<file path="src/hdl/gof_pkg.sv">
// shared types, constants and the outline arithmetic for the glyph outline filter
package gof_pkg;

   localparam int ALPHA_W     = 8;
   localparam int POS_W       = 10;
   localparam int CSR_DATA_W  = 11;
   localparam int CSR_IDX_W   = 1;

   localparam int DEF_MAX_WIDTH  = 1024;
   localparam int DEF_MAX_HEIGHT = 1024;
   localparam int RESET_SIZE     = 1024;

   localparam int ROW_BUFS    = 3;
   localparam int MAX_RESULTS = 2;

   localparam int RSP_DEPTH   = 4;
   localparam int RSP_PTR_W   = $clog2(RSP_DEPTH);
   localparam int RSP_CNT_W   = $clog2(RSP_DEPTH + 1);
   localparam int RSP_SUM_W   = RSP_CNT_W + 2;

   localparam logic [CSR_IDX_W-1:0] REG_IMAGE_WIDTH  = 1'b0;
   localparam logic [CSR_IDX_W-1:0] REG_IMAGE_HEIGHT = 1'b1;

   localparam logic KIND_SAMPLE = 1'b0;
   localparam logic KIND_FLUSH  = 1'b1;

   localparam logic [ALPHA_W-1:0] BODY_BASE = 8'd128;

   typedef struct packed {
      logic [ALPHA_W-1:0] up;
      logic [ALPHA_W-1:0] mid;
      logic [ALPHA_W-1:0] dn;
   } gof_col_type;

   typedef struct packed {
      logic [ALPHA_W-1:0] alpha;
      logic [POS_W-1:0]   row;
      logic [POS_W-1:0]   col;
      logic               last;
   } gof_rsp_type;

   function automatic logic [ALPHA_W-1:0] max4(
      input logic [ALPHA_W-1:0] a,
      input logic [ALPHA_W-1:0] b,
      input logic [ALPHA_W-1:0] c,
      input logic [ALPHA_W-1:0] d
   );
      logic [ALPHA_W-1:0] m_ab;
      logic [ALPHA_W-1:0] m_cd;
      m_ab = (a > b) ? a : b;
      m_cd = (c > d) ? c : d;
      return (m_ab > m_cd) ? m_ab : m_cd;
   endfunction

   // 3x3 outline of the center column c, left l, right r
   function automatic logic [ALPHA_W-1:0] outline(
      input gof_col_type l,
      input gof_col_type c,
      input gof_col_type r,
      input logic        border
   );
      logic [ALPHA_W-1:0]   n1;
      logic [ALPHA_W-1:0]   n2;
      logic [ALPHA_W+1:0]   sum;
      logic [ALPHA_W-1:0]   glow;
      logic [ALPHA_W-1:0]   v;
      n1   = max4(l.mid, r.mid, c.up, c.dn);
      n2   = max4(l.up, r.up, l.dn, r.dn);
      // 3*n1 + n2 as 2*n1 + n1 + n2
      sum  = {1'b0, n1, 1'b0} + {2'b00, n1} + {2'b00, n2};
      glow = sum[ALPHA_W+1:2];
      if (c.mid == '0) begin
         v = {1'b0, glow[ALPHA_W-1:1]};
      end else begin
         v = {1'b0, c.mid[ALPHA_W-1:1]} + BODY_BASE;
      end
      if (border && (v > BODY_BASE)) begin
         v = {1'b0, v[ALPHA_W-1:1]};
      end
      return v;
   endfunction

endpackage

</file>
<file path="src/hdl/gof_rsp_fifo.sv">
// result queue: up to two words pushed per cycle, one popped
module gof_rsp_fifo (
   input  logic                          clock,
   input  logic                          reset,
   input  logic                          push_a,
   input  gof_pkg::gof_rsp_type          push_data_a,
   input  logic                          push_b,
   input  gof_pkg::gof_rsp_type          push_data_b,
   input  logic                          pop,
   output logic                          out_valid,
   output gof_pkg::gof_rsp_type          out_data,
   output logic [gof_pkg::RSP_CNT_W-1:0] fill
);

   gof_pkg::gof_rsp_type entry_ff [gof_pkg::RSP_DEPTH];

   logic [gof_pkg::RSP_PTR_W-1:0] wr_ptr_ff, wr_ptr_in;
   logic [gof_pkg::RSP_PTR_W-1:0] rd_ptr_ff, rd_ptr_in;
   logic [gof_pkg::RSP_CNT_W-1:0] fill_ff, fill_in;
   logic [gof_pkg::RSP_PTR_W-1:0] b_ptr;
   logic [gof_pkg::RSP_CNT_W-1:0] n_push;

   // lane b lands behind lane a when both push
   assign b_ptr  = push_a ? wr_ptr_ff + 1'b1 : wr_ptr_ff;
   assign n_push = gof_pkg::RSP_CNT_W'(push_a) + gof_pkg::RSP_CNT_W'(push_b);

   always_comb begin
      wr_ptr_in = wr_ptr_ff + gof_pkg::RSP_PTR_W'(n_push);
      rd_ptr_in = pop ? rd_ptr_ff + 1'b1 : rd_ptr_ff;
      fill_in   = fill_ff + n_push - gof_pkg::RSP_CNT_W'(pop);
   end

   always_ff @(posedge clock) begin
      if (reset) begin
         wr_ptr_ff <= '0;
         rd_ptr_ff <= '0;
         fill_ff   <= '0;
      end else begin
         wr_ptr_ff <= wr_ptr_in;
         rd_ptr_ff <= rd_ptr_in;
         fill_ff   <= fill_in;
      end
   end

   always_ff @(posedge clock) begin
      if (push_a) begin
         entry_ff[wr_ptr_ff] <= push_data_a;
      end
      if (push_b) begin
         entry_ff[b_ptr] <= push_data_b;
      end
   end

   assign out_valid = (fill_ff != '0);
   assign out_data  = entry_ff[rd_ptr_ff];
   assign fill      = fill_ff;

   a_no_overflow: assert property (@(posedge clock) disable iff (reset)
      (gof_pkg::RSP_SUM_W'(fill_ff) + gof_pkg::RSP_SUM_W'(n_push)) <=
      (gof_pkg::RSP_SUM_W'(gof_pkg::RSP_DEPTH) + gof_pkg::RSP_SUM_W'(pop)))
      else $error("result queue overflow");

   a_no_underflow: assert property (@(posedge clock) disable iff (reset)
      pop |-> (fill_ff != '0))
      else $error("result queue popped while empty");

   a_ptr_fill: assert property (@(posedge clock) disable iff (reset)
      (fill_ff <= gof_pkg::RSP_CNT_W'(gof_pkg::RSP_DEPTH)) &&
      ((wr_ptr_ff - rd_ptr_ff) == gof_pkg::RSP_PTR_W'(fill_ff)))
      else $error("result queue pointers disagree with fill");

endmodule

</file>
<file path="config.mk">
export PLATFORM = sky130hd
export DESIGN_NAME = gof_rsp_fifo
export DESIGN_NICKNAME = d
export VERILOG_FILES = /design/src/hdl/gof_pkg.sv /design/src/hdl/gof_rsp_fifo.sv
export SDC_FILE = /design/constraint.sdc
export NUM_CORES = 1
export LEC_CHECK = 0
export ABC_AREA = 1
export ABC_CLOCK_PERIOD_IN_PS = 2700
export BUFFER_PORTS_ARGS = -buffer_cell sky130_fd_sc_hd__buf_4
export CAP_MARGIN = 15
export CORE_UTILIZATION = 30
export DETAILED_ROUTE_END_ITERATION = 16
export PLACE_DENSITY = 0.44
export REMOVE_ABC_BUFFERS = 1
export SETUP_SLACK_MARGIN = 0.4
export SYNTH_ARGS = -nofsm -noshare
export SYNTH_HDL_FRONTEND = slang
export SYNTH_SLANG_ARGS = --single-unit
</file>
<file path="constraint.sdc">
create_clock -name clock -period 2.7 [get_ports clock]
set_input_delay 0.27 -clock clock [delete_from_list [all_inputs] [get_ports clock]]
set_output_delay 0.27 -clock clock [all_outputs]
set_load 0.05 [all_outputs]
</file>
# Word-level counts from Yosys, hierarchy flattened
# Memories as Yosys holds them, arrays and structs flattened. A register that Yosys moved wholly into a read port is not among the register bits.
# Index checks and enable logic that the tools add are counted.
# op_classes
muxes	7
n_reduce_logical	1
n_addsub	6
# op_table
operator	n
2-to-1 mux 2 bit	3
adder 2 x 1 -> 2 bit, second input constant	2
2-to-1 mux 1 bit	4
adder 3 x 2 -> 3 bit	1
nonzero test 3 bit	1
subtractor 3 x 1 -> 3 bit	1
adder 1 x 1 -> 2 bit	1
adder 2 bit	1
# totals
inputBits	63
wordCells	18
ff_bits	7
mem_bits_rw	116
memories	1
out_inout_bits	33
# memory_table
memory	depth	width	read_ports	rd_clocked_by_memory_dff	write_ports	line_no	rtl
entry_ff	4	29	1	1	2	gof_rsp_fifo.sv:15	gof_pkg::gof_rsp_type entry_ff [gof_pkg::RSP_DEPTH];

# Longest topological paths before layout
# Gate-level depths: netlist of run 1.
# depth
depth_word	3
ltp_mapped	9
depth_no_buf	8

# Worst setup path before layout of run 1
# Ideal clock, no wire load.
# synth_path
path_kind	flip-flop to flip-flop
startpoint	register wr_ptr_ff[0] (netlist bit)
endpoint	memory entry_ff[0][0] (netlist bit) (enable)
required_ns	2.314
n_path_buf	1
path_stages_with_launch	9
period_less_slack_ns	2.255
t_arrival_ns	1.869
setup_time_ns	0.386
slack_ns	0.445
path_cell_list	dfxtp_1 inv_2 ha_1 inv_1 nand2_1 nand2_2 nand3_1 buf_2 nand2_1
# synth_rtl
item	line_no	rtl
start: declaration	gof_rsp_fifo.sv:17	logic [gof_pkg::RSP_PTR_W-1:0] wr_ptr_ff, wr_ptr_in;
start signal: assignment	gof_rsp_fifo.sv:39	wr_ptr_ff <= wr_ptr_in;
end: declaration	gof_rsp_fifo.sv:15	

==> results.yml, run 1 <==
routing:
  routed_wl_mm: 22.1
  wl_per_cell_um: 19.7
  postRouteAntennaNets: 0
  drt-initial-drc-count: 423
  firstDrtPassIters: 6
  vias: 5953
  vias_per_cell: 5.31
  route.detailed.drc: 0
timing:
  maxSlewHeadroom_pct: 65.2
  max_freq_ghz: 0.462
  rsz0062_at_grt: "no"
  finClkSkew_ns: 0.00469
  hold_violations: 0
  finalCriticalPeriod_ns: 2.16
  period_share_pct: 80.2
  worstMarginPinSlew_ns: 0.522
  slew_viol_final: 0
  finalSetupViolations: 0
global_routing:
  grt.overflow.total: 0
  track_usage_pct: 19.8
  grt_pass1_vias: 5911
  grt_max_degree: 59
  antenna_found_initial: 0
  grt_pass1_wl_mm: 33.5
clock_network:
  cts_tree: "yes"
  ctsLongestPathBuffers: 2
  cts.sinks: 125
  clk_latency_ns: 0.41
  cts_root_buffer: "clkbuf_16"
  cts_hold_buf: 0
  ctsHtreeMaxLevel: 4
  clk_pin_slew_ns: 0.06
  cts_buffers: 17
power_and_ir_drop:
  sequentialPowerShare_pct: 36.5
  p_total_mw: 6.68
  switching_power_mw: 2.12
  leakage_nw: 3.53
  intPower_mw: 4.56
  ir_drop_mv: 0.404
  sw_frac_of_total_pct: 31.7
  power_frac_clock_pct: 38.6
  pwr-share-comb_pct: 24.9
  pwr_density_cell_mw_per_mm2: 798
finish:
  drive_gt1_share_pct: 19.7
  final_cell_mix: "nand2_1 (253), nand4_1 (116), edfxtp_1 (116)"
  final_common_cell: "nand2_1"
  fin_util_pct: 38.2
  diodes: 0
  seq_area_mm2: 0.00366
  fillers: 2224
  final_net_count: 899
  multi_input_area_mm2: 0.00267
  area_delta_synth_final_pct: 24.7
job:
  max_cap_viol_count: 0
die:
  rows: 54
  ios: 96
  dieArea_mm2: 0.0230
  core_mm2: 0.0219
  die_w_um: 152
  start_util_pct: 30.6
  fp.dieH_um: 152
placed_design:
  port_buffers: 95
  dp_hpwl_mm: 13.3
  routabilityCongestion: 0.745
logic_synthesis:
  yosys.area_share.xor_xnor_pct: 0.392
  synth.cell_area_mm2: 0.00671
  syn_inst: 757
  syn_avg_cell_area_um2: 8.86
  yosysSeqAreaShare_pct: 54.6
  ys_types: 22
  synthSimpleGateAreaFrac_pct: 29.6
  yosys_warnings: 0
  synth_top_family_by_area: "simple AND/OR/NAND/NOR gates"
  synth_compound_area_share_pct: 7.33
  synthAdderAreaFrac_pct: 1.60
  yosys_register_bits: 125
  muxShareOfSynthArea_pct: 0
critical_path:
  slowest_stage: "dfxtp_1"
  critPathMaxStageDelay_ns: 0.43
  cp-start-kind: "flip-flop"
  ff2ff_setup_slack_ns: 0.54
  path_cells: "inv_2 -> ha_1 -> inv_1 -> nand2_1 -> nand2_2 -> nand3_2 -> nand2_4 -> buf_12"
  critPathRequiredTime_ns: 2.81
  critPathMaxFanout: 18
  cp-end-kind: "flip-flop"
  critPathKind: "reg -> reg"
  critical_path_arrival_ns: 2.28
worst_hold_path:
  min_path_type: "in -> reg"
run_status:
  outcome: "complete, no violations"
-- flip-flops by register name, summed over array words and instances (netlist names), named ones only --
register,count
entry_ff,116
fill,3
wr_ptr_ff,2
rd_ptr_ff,2
-- repair_timing --
item	in CTS	in global routing
cloned	0	0
gates resized for setup	1	8
setup buffers	0	0
setup endpoints to repair	2	132
-- cells in the mapped netlist --
cell type,count,area share [%]
buf_4,4,0.45
clkbuf_1,19,1.1
nor2_1,67,3.7
a21oi_1,2,0.15
inv_2,2,0.11
inv_4,1,0.093
buf_6,9,1.5
buf_2,31,2.3
edfxtp_1,116,52
inv_1,11,0.62
buf_1,5,0.28
o22ai_1,29,2.7
ha_1,7,1.3
nand4_1,116,11
nand3_1,4,0.30
o21ai_0,60,4.5
xor2_1,2,0.26
fa_1,1,0.30
dfxtp_1,9,2.7
nand2_2,4,0.37
nand2_1,257,14
xnor2_1,1,0.13
-- per-layer routing --
metal | GRT usage, % | part of all wire [%] | vias to the layer above
met5 | 0 | 0 | -
met4 | 7.13 | 1.8 | 0
met3 | 3.29 | 5.7 | 30
met2 | 32.9 | 48 | 215
met1 | 25.9 | 45 | 2871
li1 | - | - | 2837
-- cell type report --
type / instances / share of cell area (%)
Sequential cell: 125 / 43.8
Multi-Input combinational cell: 550 / 31.9
Timing Repair Buffer: 120 / 11.7
Clock buffer: 18 / 5.13
Tap cell: 280 / 4.19
Clock inverter: 14 / 2.66
Inverter: 14 / 0.673
-- path summary, 6_finish.rpt --
path | depth (start not counted) | endpoint | startpoint
setup / recovery | 8 | entry_ff[1][11]$_DFFE_PP_ | wr_ptr_ff[0]$_SDFF_PP0_
hold / removal | 2 | fill[1]$_SDFF_PP0_ | reset
setup reg to reg | 8 | entry_ff[1][11]$_DFFE_PP_ | wr_ptr_ff[0]$_SDFF_PP0_
hold reg to reg | 1 | rd_ptr_ff[1]$_SDFFE_PP0P_ | rd_ptr_ff[1]$_SDFFE_PP0P_
-- critical path, delay by kind of cell, from the launching register on --
family                     cells  cell delay (ns)
and+or+nand+nor                4             0.71
DFF                            1             0.43
buffers and inverters          3             0.39
adders and majority gates      1             0.33
-- power by group through the flow --
stage	Sequential (mW)	Clock [mW]	Combinational (mW)
after global routing	2.46	2.68	1.80
final	2.44	2.58	1.66
after floorplan	2.53	0	0.890
after detailed placement	2.48	0	1.66
after CTS	2.44	2.61	1.66
after global placement	2.48	0	1.63
-- logic make-up after synthesis --
family	Yosys count
simple gates	448
flops	125
buf+inv	82
xor+xnor	3
fa+ha+maj	8
compound gates	91
-- stage by stage --
stage	cells	worst slack (ns)	hold WS, ns	TNS [ns]	instance area (um^2)
finish	1121	0.535	0.0239	0	8370
floorplan	689	-0.736	0.341	-88.09	6330
CTS	1121	0.413	0.00801	0	8330
detailed placement	1089	0.429	0.433	0	7680
global route	1121	0.401	0.0189	0	8370
global placement	1089	0.500	0.442	0	7680
(Power assumes the default switching activity.)
==> run 2: changes to the inputs <==
ABC_AREA = 0   (was 1)
ABC_CLOCK_PERIOD_IN_PS = 2230   (was 2700)
PLACE_DENSITY = 0.45   (was 0.44)
clock period = 2.23 ns   (was 2.7 ns; I/O delays follow)
==> run 2 against run 1 <==
  * Routed wire length down 18%
  * Hold slack better by 0.012 ns
  * Sequential cell count unchanged
  * Worst setup slack worse by 0.32 ns
  * First-iteration DRC count down 55%
  * Clock power up 11%
  * Combinational power up 87%
  * Sequential power up 26%
==> results.yml, run 2 <==
critical_path:
  cp-end-kind: "output port"
  cp_top_family: "multiplexers"
  critPathRequiredTime_ns: 2.01
  critPathMaxStageDelay_ns: 0.52
  critPathKind: "reg -> out"
  cp_num_buf_inv: 3
  slowest_stage: "mux4_2"
  critical_path_arrival_ns: 1.79
  worst_path_most_repeated_cell: "buf_6"
  path_cells: "buf_6 -> buf_16 -> mux4_2 -> buf_6"
  critPathMaxFanout: 7
  cp-start-kind: "flip-flop"
logic_synthesis:
  syn_inst: 340
  synth_common_cells: "edfxtp_1 (116), mux2_2 (108), mux4_2 (29)"
  async_flop_share_pct: 0
  synth-main-ff-cell: "edfxtp_1"
  yosysMostFrequentCell: "edfxtp_1"
  synth_top_area_share_pct: 56.7
  syn_avg_cell_area_um2: 18.1
  yosys_register_bits: 125
  ys_types: 28
  synth_enable_flop_cells: 116
  yosysSeqAreaShare_pct: 59.7
  yosys-top-cells-area: "edfxtp_1 (57%), mux2_2 (20%), mux4_2 (11%), dfxtp_1 (2.9%), mux2_1 (1.5%)"
  yosys_warnings: 0
  synth_top_cell_by_area: "edfxtp_1"
  synth.cell_area_mm2: 0.00614
clock_network:
  cts_buffers: 17
  ctsLongestPathBuffers: 2
  cts_tree: "yes"
  cts.sinks: 125
  ctsHtreeMaxLevel: 4
  cts_root_buffer: "clkbuf_16"
  clk_pin_slew_ns: 0.06
  clk_latency_ns: 0.41
power_and_ir_drop:
  leakage_nw: 3.70
  sequentialPowerShare_pct: 34.0
  sw_frac_of_total_pct: 29.3
  ir_drop_mv: 0.534
  p_total_mw: 9.04
  power_frac_clock_pct: 31.7
  pwr_density_cell_mw_per_mm2: 951
  intPower_mw: 6.39
  pwr-share-comb_pct: 34.2
  switching_power_mw: 2.65
finish:
  final_net_count: 575
  drive_gt1_share_pct: 68.7
  area_delta_synth_final_pct: 54.8
  largest_reg_flops: 116
  final_common_cell: "edfxtp_1"
  regMostFlops: "entry_ff"
  diodes: 0
  final_cell_mix: "edfxtp_1 (116), mux2_4 (87), buf_4 (73)"
timing:
  period_share_pct: 90.2
  fin_ws_ns: 0.217
  maxSlewHeadroom_pct: 74.9
  max_freq_ghz: 0.497
  whs_ns: 0.0362
  finClkSkew_ns: 0.00536
  rsz0062_at_grt: "yes"
  tns_ns: 0
  finalSetupViolations: 0
  worstMarginPinSlew_ns: 0.375
  hold_violations: 0
  slew_viol_final: 0
  finalCriticalPeriod_ns: 2.01
run_status:
  outcome: "complete, no violations"
worst_hold_path:
  min_path_type: "in -> reg"
global_routing:
  grt.overflow.total: 0
  grt_max_degree: 22
  grt_pass1_wl_mm: 25.2
  antenna_found_initial: 0
  grt_pass1_vias: 4016
  track_usage_pct: 16.5
die:
  dieArea_mm2: 0.0210
  fp.dieH_um: 145
  core_mm2: 0.0198
  start_util_pct: 31.0
  ios: 96
  die_w_um: 145
  rows: 51
routing:
  route.detailed.drc: 0
  drt-initial-drc-count: 190
  postRouteAntennaNets: 0
  firstDrtPassIters: 4
  vias: 3756
  vias_per_cell: 4.80
  wl_per_cell_um: 23.1
  routed_wl_mm: 18.1
job:
  max_cap_viol_count: 0
placed_design:
  dp_slack_ns: 0.103
  dp_hpwl_mm: 9.47
  routabilityCongestion: 0.708
  port_buffers: 95
==> run 2: cell types whose count changed in the layout (fill, tap and decap cells not counted), moves of 37 or more <==
cell,delta
buf_6,+37
mux2_4,+87
nand2_1,-249
buf_4,-39
nand4_1,-115
o21ai_0,-60
nor2_1,-61
==> run 2: through the flow <==
stage               area, um^2  utilization [%]  std cells
finish                    9510             48.1        782
global route              9510             48.1        782
CTS                       8810             44.6        763
detailed placement        7360             37.2        702
global placement          7360             37.2        702
floorplan                 5990                -        320
==> run 2: kinds of logic (layout without fill, tap and decap cells) <==
logic type	Yosys count	in the layout	synth area share, %
compound gates	6	6	0.876
mux	145	145	31.9
flops	125	125	59.7
xor+xnor	8	8	1.14
buf+inv	25	202	2.75
fa+ha+maj	8	8	1.75
simple gates	23	23	1.92
==> run 2: final timing paths <==
| kind | depth (start not counted) | slack [ns] | from | to |
|---|---|---|---|---|
| min | 2 | 0.04 | reset | wr_ptr_ff[0]$_SDFF_PP0_ |
| max reg2reg | 8 | 0.22 | wr_ptr_ff[0]$_SDFF_PP0_ | entry_ff[0][7]$_DFFE_PP_ |
| min reg2reg | 2 | 0.52 | rd_ptr_ff[1]$_SDFFE_PP0P_ | flip-flop |
| max | 4 | 0.22 | flip-flop | out_data[26] |
==> run 2: cell type report <==
cell class,instances,area [um^2]
timing repair buffer,165,2140
tap,265,332
clock buffer,19,433
inverter,5,21.3
sequential,125,3670
clock inverter,13,171
fill,1716,10300
multi-input combinational,190,2740
==> run 2: power by group through the flow <==
stage,clock network (mW),logic (mW),registers (mW)
after floorplan,0,1.29,3.19
after global placement,0,2.20,3.12
after detailed placement,0,2.21,3.12
after CTS,2.92,2.69,3.08
after global routing,3.00,3.23,3.11
final,2.87,3.10,3.08
==> run 2: timing repair <==
| action | in CTS | in global routing |
|---|---|---|
| setup buffers | 18 | 7 |
| resized for setup | 101 | 80 |
| hold buffers | 0 | 0 |
| pin swaps | 3 | 3 |
| endpoints found under the setup margin | 228 | 257 |
| cloned | 11 | 12 |
==> run 2: metal layers <==
layer  GRT usage [%]  share of wire [%]  vias up
met2            27.9                 50       83
met1            21.3                 45     1952
met3            3.33                3.6       20
li1                -                  -     1701
met5               0                  0        -
met4            5.21                1.4        0
==> run 2: worst reg2reg max path, delay by kind of cell, from the launching register on <==
kind,cells,cell delay (ns)
mux,1,0.30
fa+ha+maj,1,0.27
compound gates,1,0.21
simple gates,1,0.22
buf+inv,4,0.42
flops,1,0.34
==> run 3: changes to the inputs <==
--- a/config.mk
+++ b/config.mk
@@ -12,4 +12,5 @@
 export CORE_UTILIZATION = 30
 export DETAILED_ROUTE_END_ITERATION = 16
+export HOLD_SLACK_MARGIN = 0.12
 export PLACE_DENSITY = 0.45
 export REMOVE_ABC_BUFFERS = 1
==> constraint.sdc (replaced) <==
create_clock -name clock -period 2.23 [get_ports clock]
set_input_delay 0.446 -clock clock [delete_from_list [all_inputs] [get_ports clock]]
set_output_delay 0.446 -clock clock [all_outputs]
set_load 0.05 [all_outputs]
==> run 3 against run 2 <==
  * Sequential cell count unchanged
  * Power shrank 0.52%
  * Combinational power up 2%
  * Via count is 1.0% lower
  * Worst setup slack worse by 0.20 ns
  * Clock-buffer cell count shrank 1
  * Sequential share of layout area fell by 0.29 points
  * Clock power shrank 4%
  * Critical endpoint is now out_data[20]
  * Largest cell class unchanged
  * Largest power group unchanged
  * Highest routed layer unchanged
==> results.yml, run 3 (same netlist as run 2, synthesis figures left out) <==
finish:
  regMostFlops: "entry_ff"
  final_net_count: 575
  multi_input_area_mm2: 0.00286
  diodes: 0
  seq_area_mm2: 0.00367
  area_delta_synth_final_pct: 56.0
  drive_gt1_share_pct: 69.2
  fillers: 1706
  largest_reg_flops: 116
  final_cell_mix: "mux2_4 (116), edfxtp_1 (116), buf_4 (81)"
timing:
  slew_viol_final: 0
  period_share_pct: 99.0
  hold_violations: 0
  finClkSkew_ns: 0.00737
  maxSlewHeadroom_pct: 80.6
  worstMarginPinSlew_ns: 0.291
  rsz0062_at_grt: "yes"
  finalSetupViolations: 0
  fin_ws_ns: 0.0220
  finalCriticalPeriod_ns: 2.21
  tns_ns: 0
  max_freq_ghz: 0.453
power_and_ir_drop:
  p_total_mw: 9.00
  leakage_nw: 3.84
  pwr_density_cell_mw_per_mm2: 939
  ir_drop_mv: 0.573
critical_path:
  slowest_stage: "mux4_2"
  cp-endpoint: "out_data[20]"
  critPathMaxFanout: 9
  critPathRequiredTime_ns: 1.78
  critPathMaxStageDelay_ns: 0.55
  worstReg2RegEnd: "entry_ff[2][26]$_DFFE_PP_"
  critical_path_arrival_ns: 1.76
  cp-start-kind: "flip-flop"
  r2r_cells: 10
  ff2ff_setup_slack_ns: 0.24
  cp-end-kind: "output port"
  critPathKind: "reg -> out"
  path_cells: "buf_12 -> mux4_2 -> buf_6"
  crit-reg2reg-launch: "wr_ptr_ff[0]$_SDFF_PP0_"
die:
  ios: 96
  fp.dieH_um: 145
  rows: 51
  core_mm2: 0.0198
  dieArea_mm2: 0.0210
  start_util_pct: 31.0
  die_w_um: 145
routing:
  drt-initial-drc-count: 156
  routed_wl_mm: 17.9
  vias: 3718
  route.detailed.drc: 0
  wl_per_cell_um: 22.8
  vias_per_cell: 4.75
  firstDrtPassIters: 4
  postRouteAntennaNets: 0
clock_network:
  clk_pin_slew_ns: 0.05
  cts_tree: "yes"
  ctsLongestPathBuffers: 2
  cts_buffers: 17
  cts.sinks: 125
  clk_latency_ns: 0.42
  cts_root_buffer: "clkbuf_16"
  cts_hold_buf: 0
  ctsHtreeMaxLevel: 4
global_routing:
  grt_max_degree: 19
  grt_pass1_wl_mm: 26.5
  track_usage_pct: 17.6
  antenna_found_initial: 0
  grt.overflow.total: 0
  grt_pass1_vias: 4117
placed_design:
  dp_slack_ns: 0.180
  dp_hpwl_mm: 9.35
  port_buffers: 95
  routabilityCongestion: 0.720
run_status:
  outcome: "complete, no violations"
job:
  max_cap_viol_count: 0
worst_hold_path:
  min_path_type: "in -> reg"
[run 3: changes by cell type in the layout (fill, tap and decap cells not counted), moves of 2 or more]
| cell | before | now |
|---|---|---|
| mux2_1 | 2 | 0 |
| buf_12 | 28 | 24 |
| buf_8 | 6 | 9 |
| buf_16 | 10 | 16 |
| mux2_4 | 87 | 116 |
| mux2_2 | 27 | 0 |
| clkbuf_16 | 26 | 21 |
| clkinv_2 | 4 | 6 |
| buf_4 | 73 | 81 |
| buf_6 | 39 | 31 |
[run 3: repair_timing]
action | CTS | global route
endpoints found under the setup margin | 259 | 244
gates resized for setup | 192 | 17
pin swaps | 5 | 3
buffers inserted | 28 | 1
cloned | 16 | 4
[run 3: worst min path at each step]
stage / from / end / depth (start not counted)
after detailed placement: rd_ptr_ff[1]$_SDFFE_PP0P_ / flip-flop / 2
after global routing: reset / wr_ptr_ff[0]$_SDFF_PP0_ / 2
after CTS: reset / wr_ptr_ff[1]$_SDFF_PP0_ / 2
after floorplan: rd_ptr_ff[1]$_SDFFE_PP0P_ / flip-flop / 2
after global placement: rd_ptr_ff[0]$_SDFFE_PP0P_ / flip-flop / 2
final: reset / wr_ptr_ff[1]$_SDFF_PP0_ / 2
[run 3: per-layer routing]
metal	track usage, %	up-vias	part of all wire (%)
met3	3.96	16	3.2
met1	22.3	1928	44
met5	0	-	0
met4	5.47	0	1.5
li1	-	1696	-
met2	29.7	78	51
[run 3: layout make-up]
type | instances | share of cell area (%)
timing repair buffer | 165 | 22.1
clock inverter | 14 | 1.58
inverter | 5 | 0.222
clock buffer | 18 | 4.48
multi-input combinational | 190 | 29.9
sequential | 125 | 38.3
tap | 265 | 3.46
[run 3: critical path: cells and delay by family (launching register included)]
| family | cells | cell delay, ns |
|---|---|---|
| buf+inv | 2 | 0.36 |
| flops | 1 | 0.44 |
| mux | 1 | 0.55 |
[run 3: power breakdown]
part	switching (mW)	total (mW)	internal, mW
logic	1.56	3.17	1.61
registers	0.0927	3.08	2.99
clock network	1.01	2.75	1.74
total	2.67	9.00	6.33
[run 3: per-stage QoR]
stage	instance area, um^2	std cells	hold WS, ns	utilization [%]
after floorplan	5990	320	0.485	-
after global placement	7380	701	0.505	37.3
after detailed placement	7380	701	0.520	37.3
after CTS	9410	777	0.241	47.6
after global routing	9580	782	0.262	48.4
final	9580	782	0.262	48.4
